===== config.mk =====
export PLATFORM = sky130hd
export DESIGN_NAME = multi_layer_volume_fader
export DESIGN_NICKNAME = d
export VERILOG_FILES = /design/src/mlvf_pkg.sv /design/src/mlvf_div.sv /design/src/multi_layer_volume_fader.sv
export SDC_FILE = /design/constraint.sdc
export NUM_CORES = 2
export LEC_CHECK = 0
export CORE_MARGIN = 1.5
export CORE_UTILIZATION = 45
export DETAILED_ROUTE_END_ITERATION = 10
export DONT_BUFFER_PORTS = 1
export PLACE_DENSITY = 0.67
export REMOVE_ABC_BUFFERS = 1
export SLEW_MARGIN = 5
export SYNTH_ARGS = -nofsm -noshare
export SYNTH_HDL_FRONTEND = slang
export SYNTH_HIERARCHICAL = 1
export SYNTH_SLANG_ARGS = --single-unit

===== constraint.sdc =====
create_clock -name clk -period 13.82 [get_ports clk]
set_input_delay 2.764 -clock clk [delete_from_list [all_inputs] [get_ports clk]]
set_output_delay 2.764 -clock clk [all_outputs]
set_load 0.05 [all_outputs]

===== src/mlvf_pkg.sv =====
// Shared types, command codes and helpers of the multi-layer volume fader.
// Depends on nothing; used by mlvf_div, multi_layer_volume_fader and the testbench.
`default_nettype none
package mlvf_pkg;

	// Command codes carried by the cmd field.
	localparam logic [2:0] CMD_ADD    = 3'd0;
	localparam logic [2:0] CMD_REMOVE = 3'd1;
	localparam logic [2:0] CMD_SET    = 3'd2;
	localparam logic [2:0] CMD_FADE   = 3'd3;
	localparam logic [2:0] CMD_TICK   = 3'd4;
	localparam logic [2:0] CMD_QUERY  = 3'd5;

	// Kinds of result beat.
	localparam logic REPLY_WRITE = 1'b0;
	localparam logic REPLY_QUERY = 1'b1;

	// Full level in unsigned Q15 and the width of a volume.
	localparam int unsigned VOL_W = 16;
	localparam logic [VOL_W-1:0] Q15_ONE = 16'h8000;

	// Handshake between the sequencer and the divider.
	typedef struct packed {
		logic busy;
		logic done;
	} div_stat_t;

	// Clamp a signed Q15 request to the range 0 to full level.
	function automatic logic [VOL_W-1:0] clamp_q15(input logic signed [16:0] raw);
		logic [VOL_W-1:0] res;
		if (raw[16]) begin
			res = '0;
		end else if (raw[15:0] > Q15_ONE) begin
			res = Q15_ONE;
		end else begin
			res = raw[15:0];
		end
		return res;
	endfunction

endpackage
`default_nettype wire


===== src/mlvf_div.sv =====
// Iterative restoring divider of the fader: one quotient bit per cycle.
// Depends on mlvf_pkg for the status struct and the volume width.
`default_nettype none
module mlvf_div #(
	parameter int unsigned DW = 16
) (
	input  wire logic                              clk,
	input  wire logic                              arst_n,
	input  wire logic                              start,
	input  wire logic [mlvf_pkg::VOL_W+DW-1:0]     dividend,
	input  wire logic [DW-1:0]                     divisor,
	output mlvf_pkg::div_stat_t                    stat,
	output logic [mlvf_pkg::VOL_W-1:0]             quotient
);

	localparam int unsigned QW = mlvf_pkg::VOL_W;
	localparam int unsigned CW = $clog2(QW + 1);

	logic [DW-1:0] rem_q;
	logic [DW-1:0] den_q;
	logic [QW-1:0] num_q;
	logic [QW-1:0] quo_q;
	logic [CW-1:0] cnt_q;
	logic          busy_q;
	logic          done_q;

	logic [DW:0] trial;
	logic        fits;

	// The caller guarantees the quotient fits in QW bits, so the high part
	// of the dividend is already below the divisor.
	assign trial = {rem_q, num_q[QW-1]};
	assign fits  = trial >= {1'b0, den_q};

	always_ff @(posedge clk or negedge arst_n) begin
		if (!arst_n) begin
			busy_q <= 1'b0;
			done_q <= 1'b0;
			cnt_q  <= '0;
		end else begin
			done_q <= 1'b0;
			if (start) begin
				busy_q <= 1'b1;
				cnt_q  <= CW'(QW);
			end else if (busy_q) begin
				cnt_q <= cnt_q - 1'b1;
				if (cnt_q == CW'(1)) begin
					busy_q <= 1'b0;
					done_q <= 1'b1;
				end
			end
		end
	end

	always_ff @(posedge clk) begin
		if (start) begin
			rem_q <= dividend[QW+DW-1:QW];
			num_q <= dividend[QW-1:0];
			den_q <= divisor;
		end else if (busy_q) begin
			rem_q <= fits ? DW'(trial - {1'b0, den_q}) : trial[DW-1:0];
			num_q <= {num_q[QW-2:0], 1'b0};
			quo_q <= {quo_q[QW-2:0], fits};
		end
	end

	assign stat.busy = busy_q;
	assign stat.done = done_q;
	assign quotient  = quo_q;

endmodule
`default_nettype wire


===== src/multi_layer_volume_fader.sv =====
// Multi-layer volume fader: slot table, command sequencer and output register.
// Depends on mlvf_pkg and on mlvf_div, the shared ramp divider.
//
// Usage: commands arrive as beats on the cmd channel (cmd_valid, cmd_stall,
// cmd, layer, volume_value, fade_ms). Results leave as beats on the res
// channel (res_valid, res_stall, out_layer, out_volume, reply_kind, last);
// last marks the final beat caused by one command.
// A command is taken only while the sequencer is idle. Remove and fade give
// no beat. Add, set and query give one beat, add only for a layer in range
// and set only for a present slot. A tick walks the slots one per cycle and
// stops at every present fading slot to read it, multiply, divide in the
// shared divider (one quotient bit per cycle; skipped on a ramp's final
// step), write back and emit its beat.
// The result register lets a new command in while a beat still waits; when
// res_stall holds the register full, the sequencer waits before its next beat.
// Reset clears the slot present and fading flags at once and empties the
// result register; the slot memory needs no clearing.
`default_nettype none
module multi_layer_volume_fader #(
	parameter int unsigned LAYERS        = 8,
	parameter int unsigned DURATION_BITS = 16
) (
	input  wire logic               clk,
	input  wire logic               arst_n,
	input  wire logic               cmd_valid,
	output logic                    cmd_stall,
	input  wire logic [2:0]         cmd,
	input  wire logic [2:0]         layer,
	input  wire logic signed [16:0] volume_value,
	input  wire logic [15:0]        fade_ms,
	output logic                    res_valid,
	input  wire logic               res_stall,
	output logic [2:0]              out_layer,
	output logic [15:0]             out_volume,
	output logic                    reply_kind,
	output logic                    last
);

	localparam int unsigned DB = DURATION_BITS;
	localparam int unsigned VW = mlvf_pkg::VOL_W;
	localparam int unsigned IW = (LAYERS > 1) ? $clog2(LAYERS) : 1;
	localparam int unsigned SW = $clog2(LAYERS + 1);
	localparam int unsigned NW = VW + DB;

	localparam logic [2:0] S_IDLE  = 3'd0;
	localparam logic [2:0] S_CMD   = 3'd1;
	localparam logic [2:0] S_TSCAN = 3'd2;
	localparam logic [2:0] S_TREAD = 3'd3;
	localparam logic [2:0] S_TMUL  = 3'd4;
	localparam logic [2:0] S_TDIV  = 3'd5;
	localparam logic [2:0] S_TWB   = 3'd6;
	localparam logic [2:0] S_EMIT  = 3'd7;

	logic [2:0]        state_q;
	logic [2:0]        cmd_q;
	logic [2:0]        layer_q;
	logic [VW-1:0]     cvol_q;
	logic [DB-1:0]     clen_q;
	logic [SW-1:0]     slot_q;
	logic [DB-1:0]     el_q;
	logic              neg_q;
	logic              fin_q;
	logic [VW-1:0]     vol_q;
	logic              ret_tick_q;
	logic [LAYERS-1:0] present_q;
	logic [LAYERS-1:0] active_q;

	logic [2:0]        res_layer_q;
	logic [VW-1:0]     res_vol_q;
	logic              res_kind_q;
	logic              res_last_q;

	logic              out_valid_q;
	logic [2:0]        out_layer_q;
	logic [VW-1:0]     out_vol_q;
	logic              out_kind_q;
	logic              out_last_q;

	// Slot memory, one word per slot split into fields.
	logic [VW-1:0] mem_now   [LAYERS];
	logic [VW-1:0] mem_start [LAYERS];
	logic [VW-1:0] mem_goal  [LAYERS];
	logic [DB-1:0] mem_len   [LAYERS];
	logic [DB-1:0] mem_el    [LAYERS];
	logic [VW-1:0] rd_now_q;
	logic [VW-1:0] rd_start_q;
	logic [VW-1:0] rd_goal_q;
	logic [DB-1:0] rd_len_q;
	logic [DB-1:0] rd_el_q;

	logic          mem_we;
	logic [IW-1:0] wr_addr;
	logic [IW-1:0] rd_addr;
	logic [VW-1:0] wr_now;
	logic [VW-1:0] wr_start;
	logic [VW-1:0] wr_goal;
	logic [DB-1:0] wr_len;
	logic [DB-1:0] wr_el;

	logic          accept;
	logic [IW-1:0] lidx;
	logic [IW-1:0] sidx;
	logic          in_range;
	logic          ok;
	logic          out_free;
	logic          later_pa;
	logic [DB-1:0] len_sat;
	logic signed [16:0] diff;
	logic [VW-1:0] mag;
	logic [NW-1:0] prod;
	logic          div_start;
	mlvf_pkg::div_stat_t div_st;
	logic [VW-1:0] quo;
	logic signed [16:0] ramp_sum;

	assign accept    = cmd_valid && !cmd_stall;
	assign cmd_stall = (state_q != S_IDLE);
	assign lidx      = IW'(layer_q);
	assign sidx      = slot_q[IW-1:0];
	assign in_range  = 32'(layer_q) < LAYERS;
	assign ok        = in_range && present_q[lidx];
	assign out_free  = !out_valid_q || !res_stall;
	assign rd_addr   = (state_q == S_IDLE) ? IW'(layer) : sidx;

	always_comb begin
		if (DB < 16 && (fade_ms >> DB) != 16'd0) begin
			len_sat = '1;
		end else begin
			len_sat = DB'(fade_ms);
		end
	end

	// A later fading slot means the present beat is not the last of a tick.
	always_comb begin
		later_pa = 1'b0;
		for (int i = 0; i < LAYERS; i++) begin
			if (present_q[i] && active_q[i] && (i > 32'(slot_q))) begin
				later_pa = 1'b1;
			end
		end
	end

	assign diff      = $signed({1'b0, rd_goal_q}) - $signed({1'b0, rd_start_q});
	assign mag       = diff[16] ? VW'(-diff) : diff[VW-1:0];
	assign prod      = NW'(mag) * NW'(el_q);
	assign div_start = (state_q == S_TMUL) && (el_q < rd_len_q);
	assign ramp_sum  = neg_q ? ($signed({1'b0, rd_start_q}) - $signed({1'b0, quo}))
	                         : ($signed({1'b0, rd_start_q}) + $signed({1'b0, quo}));

	mlvf_div #(
		.DW(DB)
	) u_div (
		.clk      (clk),
		.arst_n   (arst_n),
		.start    (div_start),
		.dividend (prod),
		.divisor  (rd_len_q),
		.stat     (div_st),
		.quotient (quo)
	);

	// Memory write port.
	always_comb begin
		mem_we   = 1'b0;
		wr_addr  = lidx;
		wr_now   = rd_now_q;
		wr_start = rd_start_q;
		wr_goal  = rd_goal_q;
		wr_len   = rd_len_q;
		wr_el    = rd_el_q;
		unique case (state_q)
			S_CMD: begin
				unique case (cmd_q)
					mlvf_pkg::CMD_ADD: begin
						mem_we = in_range;
						wr_now = '0;
					end
					mlvf_pkg::CMD_SET: begin
						mem_we  = ok;
						wr_now  = cvol_q;
						wr_goal = cvol_q;
					end
					mlvf_pkg::CMD_FADE: begin
						mem_we   = ok;
						wr_start = rd_now_q;
						wr_goal  = cvol_q;
						wr_len   = clen_q;
						wr_el    = '0;
					end
					default: begin
						mem_we = 1'b0;
					end
				endcase
			end
			S_TWB: begin
				mem_we  = 1'b1;
				wr_addr = sidx;
				wr_now  = vol_q;
				wr_el   = el_q;
			end
			default: begin
				mem_we = 1'b0;
			end
		endcase
	end

	always_ff @(posedge clk) begin
		if (mem_we) begin
			mem_now[wr_addr]   <= wr_now;
			mem_start[wr_addr] <= wr_start;
			mem_goal[wr_addr]  <= wr_goal;
			mem_len[wr_addr]   <= wr_len;
			mem_el[wr_addr]    <= wr_el;
		end
		rd_now_q   <= mem_now[rd_addr];
		rd_start_q <= mem_start[rd_addr];
		rd_goal_q  <= mem_goal[rd_addr];
		rd_len_q   <= mem_len[rd_addr];
		rd_el_q    <= mem_el[rd_addr];
	end

	// Sequencer and flags.
	always_ff @(posedge clk or negedge arst_n) begin
		if (!arst_n) begin
			state_q    <= S_IDLE;
			present_q  <= '0;
			active_q   <= '0;
			slot_q     <= '0;
			ret_tick_q <= 1'b0;
		end else begin
			unique case (state_q)
				S_IDLE: begin
					if (accept) begin
						state_q <= S_CMD;
					end
				end
				S_CMD: begin
					ret_tick_q <= 1'b0;
					state_q    <= S_IDLE;
					unique case (cmd_q)
						mlvf_pkg::CMD_ADD: begin
							if (in_range) begin
								present_q[lidx] <= 1'b1;
								active_q[lidx]  <= 1'b0;
								state_q         <= S_EMIT;
							end
						end
						mlvf_pkg::CMD_REMOVE: begin
							if (ok) begin
								present_q[lidx] <= 1'b0;
								active_q[lidx]  <= 1'b0;
							end
						end
						mlvf_pkg::CMD_SET: begin
							if (ok) begin
								active_q[lidx] <= 1'b0;
								state_q        <= S_EMIT;
							end
						end
						mlvf_pkg::CMD_FADE: begin
							if (ok) begin
								active_q[lidx] <= 1'b1;
							end
						end
						mlvf_pkg::CMD_TICK: begin
							slot_q  <= '0;
							state_q <= S_TSCAN;
						end
						mlvf_pkg::CMD_QUERY: begin
							state_q <= S_EMIT;
						end
						default: begin
							state_q <= S_IDLE;
						end
					endcase
				end
				S_TSCAN: begin
					if (32'(slot_q) >= LAYERS) begin
						state_q <= S_IDLE;
					end else if (present_q[sidx] && active_q[sidx]) begin
						state_q <= S_TREAD;
					end else begin
						slot_q <= slot_q + 1'b1;
					end
				end
				S_TREAD: begin
					state_q <= S_TMUL;
				end
				S_TMUL: begin
					state_q <= div_start ? S_TDIV : S_TWB;
				end
				S_TDIV: begin
					if (div_st.done) begin
						state_q <= S_TWB;
					end
				end
				S_TWB: begin
					if (fin_q) begin
						active_q[sidx] <= 1'b0;
					end
					ret_tick_q <= 1'b1;
					state_q    <= S_EMIT;
				end
				S_EMIT: begin
					if (out_free) begin
						if (ret_tick_q) begin
							slot_q  <= slot_q + 1'b1;
							state_q <= S_TSCAN;
						end else begin
							state_q <= S_IDLE;
						end
					end
				end
				default: begin
					state_q <= S_IDLE;
				end
			endcase
		end
	end

	// Command latch, ramp datapath and result staging registers.
	always_ff @(posedge clk) begin
		if (accept) begin
			cmd_q   <= cmd;
			layer_q <= layer;
			cvol_q  <= mlvf_pkg::clamp_q15(volume_value);
			clen_q  <= len_sat;
		end
		if (state_q == S_TREAD) begin
			el_q <= (rd_el_q == {DB{1'b1}}) ? rd_el_q : rd_el_q + 1'b1;
		end
		if (state_q == S_TMUL) begin
			neg_q <= diff[16];
			fin_q <= !div_start;
			vol_q <= rd_goal_q;
		end
		if (state_q == S_TDIV && div_st.done) begin
			vol_q <= ramp_sum[VW-1:0];
		end
		if (state_q == S_CMD) begin
			res_layer_q <= layer_q;
			res_last_q  <= 1'b1;
			unique case (cmd_q)
				mlvf_pkg::CMD_SET: begin
					res_vol_q  <= cvol_q;
					res_kind_q <= mlvf_pkg::REPLY_WRITE;
				end
				mlvf_pkg::CMD_QUERY: begin
					res_vol_q  <= ok ? rd_now_q : '0;
					res_kind_q <= mlvf_pkg::REPLY_QUERY;
				end
				default: begin
					res_vol_q  <= '0;
					res_kind_q <= mlvf_pkg::REPLY_WRITE;
				end
			endcase
		end
		if (state_q == S_TWB) begin
			res_layer_q <= 3'(slot_q);
			res_vol_q   <= vol_q;
			res_kind_q  <= mlvf_pkg::REPLY_WRITE;
			res_last_q  <= !later_pa;
		end
	end

	// Result register.
	always_ff @(posedge clk or negedge arst_n) begin
		if (!arst_n) begin
			out_valid_q <= 1'b0;
		end else if (state_q == S_EMIT && out_free) begin
			out_valid_q <= 1'b1;
		end else if (!res_stall) begin
			out_valid_q <= 1'b0;
		end
	end

	always_ff @(posedge clk) begin
		if (state_q == S_EMIT && out_free) begin
			out_layer_q <= res_layer_q;
			out_vol_q   <= res_vol_q;
			out_kind_q  <= res_kind_q;
			out_last_q  <= res_last_q;
		end
	end

	assign res_valid  = out_valid_q;
	assign out_layer  = out_layer_q;
	assign out_volume = out_vol_q;
	assign reply_kind = out_kind_q;
	assign last       = out_last_q;

	// The divider reports a result only while the sequencer waits for it.
	assert property (@(posedge clk) disable iff (!arst_n)
		div_st.done |-> (state_q == S_TDIV))
		else $error("divider finished outside the divide step");

	// While waiting on the divider, it must be running or finishing.
	assert property (@(posedge clk) disable iff (!arst_n)
		(state_q == S_TDIV) |-> (div_st.busy || div_st.done))
		else $error("sequencer waits on an idle divider");

	// A ramp is written back only for a slot that is present and fading.
	assert property (@(posedge clk) disable iff (!arst_n)
		(state_q == S_TWB) |-> (present_q[sidx] && active_q[sidx]))
		else $error("ramp write back to a slot that is not fading");

	// No result beat carries a level above full scale.
	assert property (@(posedge clk) disable iff (!arst_n)
		out_valid_q |-> (out_vol_q <= mlvf_pkg::Q15_ONE))
		else $error("result volume above full level");

endmodule
`default_nettype wire


==> impl_metrics.tcl <==
set metrics [dict create \
    status "completed" \
    drc 0 \
    die_w_um 328 \
    syn_area_um2 47500 \
    cp_data_arrival_time_ns 9.86 \
    area_growth_pct 10.1 \
    place_ws_ns 4.42 \
    skew_ns 0.0714 \
    yosysWarnings 6 \
    cts_resized 0 \
    grt_pass1_vias 28047 \
    routabilityCongestion 0.866 \
    worst-setup-path-type "reg -> reg" \
    hold_slack_ns 0.420 \
    dp_hpwl_mm 69.2 \
    leakagePower_nw 16.6 \
    rows 119 \
    drive_gt1_share_pct 15.4 \
    cts_tree "yes" \
    final_util_pct 49.8 \
    io_pins 66 \
    wl_mm 108 \
    clkSinkCount 930 \
    grt_pass1_wl_mm 167 \
    cpMaxStageDelayCell "o311ai_0" \
    maxCapViolCount 0 \
    ctsHoldBuffers 0 \
    core_um2 105000 \
    root_buffer "clkbuf_16" \
    timing.final.crit_share_pct 68.6 \
    rsz0062_at_grt "false" \
    finalNetCount 3791 \
    drtIter0Drc 2547 \
    setup_violations 0 \
    antenna_found_initial 4 \
    fin_cells 4853 \
    die_y_um 328 \
    worst_pin_slew_ns 1.25 \
    slew_headroom_pct 16.9 \
    cp-end-kind "flip-flop" \
    cts.path.max_buffers 3 \
    htreeDepth 3 \
    port-buffer-count 0 \
    route.vias.total 27385 \
    path_common_cell "fa_1" \
    totalPowerFinal_mw 5.54 \
    hold_violations 0 \
    dieArea_um2 108000 \
    routedWlPerCell_um 22.3 \
    hold_class "reg -> reg" \
    viasPerCell 5.64 \
    placed_cells 4674 \
    max-vdd-ir-drop_uv 136 \
    maxSlewViolCount 0 \
    cts_inserted_buffers 93 \
    clk_latency_ns 0.69 \
    cp_max_fo 16 \
    drt-pass1-iter-count 7 \
    postCtsSetupRepairBufs 0 \
    period_needed_ns 9.48 \
    worst_slack_ns 4.34 \
    initial_core_util_pct 45.3 \
    grt_max_degree 90 \
    clkTransAtPathRegs_ns 0.06 \
    track_usage_pct 20.3 \
    syn_inst 3373 \
    power_density_nw_per_um2 106 \
    fmax_ghz 0.105 \
    avgSynthCellArea_um2 14.1 \
    startpoint_type "flip-flop" \
    slowest_delay_ns 0.85 \
    cp.required_ns 14.20 \
    postRouteAntennaNets 0 \
    gr-total-overflow 0 \
]
-- sequential cells by signal (all words and copies together), names as in the netlist, 128 cells and up, named ones only --
register   cells
mem_el       128
mem_goal     128
mem_len      128
mem_now      128
mem_start    128
-- cells in the final DEF (no fill, tap or decap), types with 30 or more instances in the layout --
cell and n:
a21oi_1 89, and2_1 134, buf_4 52, clkbuf_1 33
clkbuf_16 93, dfrtp_1 32, dfxtp_1 81, edfxtp_1 817
fa_1 197, ha_1 173, inv_1 341, mux2_2 124
mux4_2 162, nand2_1 303, nand3_1 31, nor2_1 125
nor2b_1 30, o21ai_0 136, xnor2_1 72
-- per-stage QoR --
stage	setup TNS [ns]	cell area [um^2]
2_1_floorplan	-376.96	46900
3_3_place_gp	0	49200
3_5_place_dp	0	49200
4_1_cts	0	52300
5_1_grt	0	52300
6_report	0	52300
-- cell type report --
class                   instances  area [um^2]
well taps                    1391         1740
flip-flops and latches        930        27000
fillers                      8826        52700
clock buffers                 134         2560
diodes                          4         10.0
repair buffers                 53          410
clock inverters                41          522
inverters                     344         1290
multi-input cells            1956        18800
-- layer usage --
layer	global-route usage, %	part of all wire [%]	up-vias
li1	-	-	12240
met1	27.7	43	14166
met2	33.8	49	827
met3	3.04	5.7	150
met4	6.11	2.5	2
met5	0	0.018	-
-- path summary, 6_finish.rpt --
path | startpoint | to | slack [ns] | cells after the start
min reg2reg | res_vol_q[3]$_DFFE_PN_ | out_volume[3]$_DFFE_PP_ | 0.42 | 0
max reg2reg | rd_start_q[6]$_DFF_P_ | u_div/rem_q[15]$_DFFE_PP_ | 4.34 | 30
max in group asynchronous | arst_n | u_div/cnt_q[4]$_DFFE_PN0P_ | 11.95 | 0
min in group asynchronous | arst_n | async pin | 1.77 | 0
min | res_vol_q[3]$_DFFE_PN_ | out_volume[3]$_DFFE_PP_ | 0.42 | 0
max | rd_start_q[6]$_DFF_P_ | u_div/rem_q[15]$_DFFE_PP_ | 4.34 | 30
-- where the power goes --
part / internal [mW] / switching (mW) / total [mW] / leakage [nW]
registers: 3.01 / 0.0000000000000000729 / 3.01 / 5.87
clock network: 1.44 / 1.09 / 2.53 / 1.48
logic: 0.00122 / 0.00217 / 0.00340 / 9.22
total: 4.45 / 1.09 / 5.54 / 16.6
-- worst max-delay path: cells and delay by family (launching register included) --
family | cells | cell delay (ns)
adder cells (fa/ha/maj) | 8 | 3.73
AO/OA/AOI/OAI | 9 | 2.67
AND/OR/NAND/NOR | 7 | 1.38
XOR/XNOR | 2 | 0.85
flip-flops | 1 | 0.33
buffers and inverters | 4 | 0.21
Note: power is estimated with default switching activity, not from simulation.
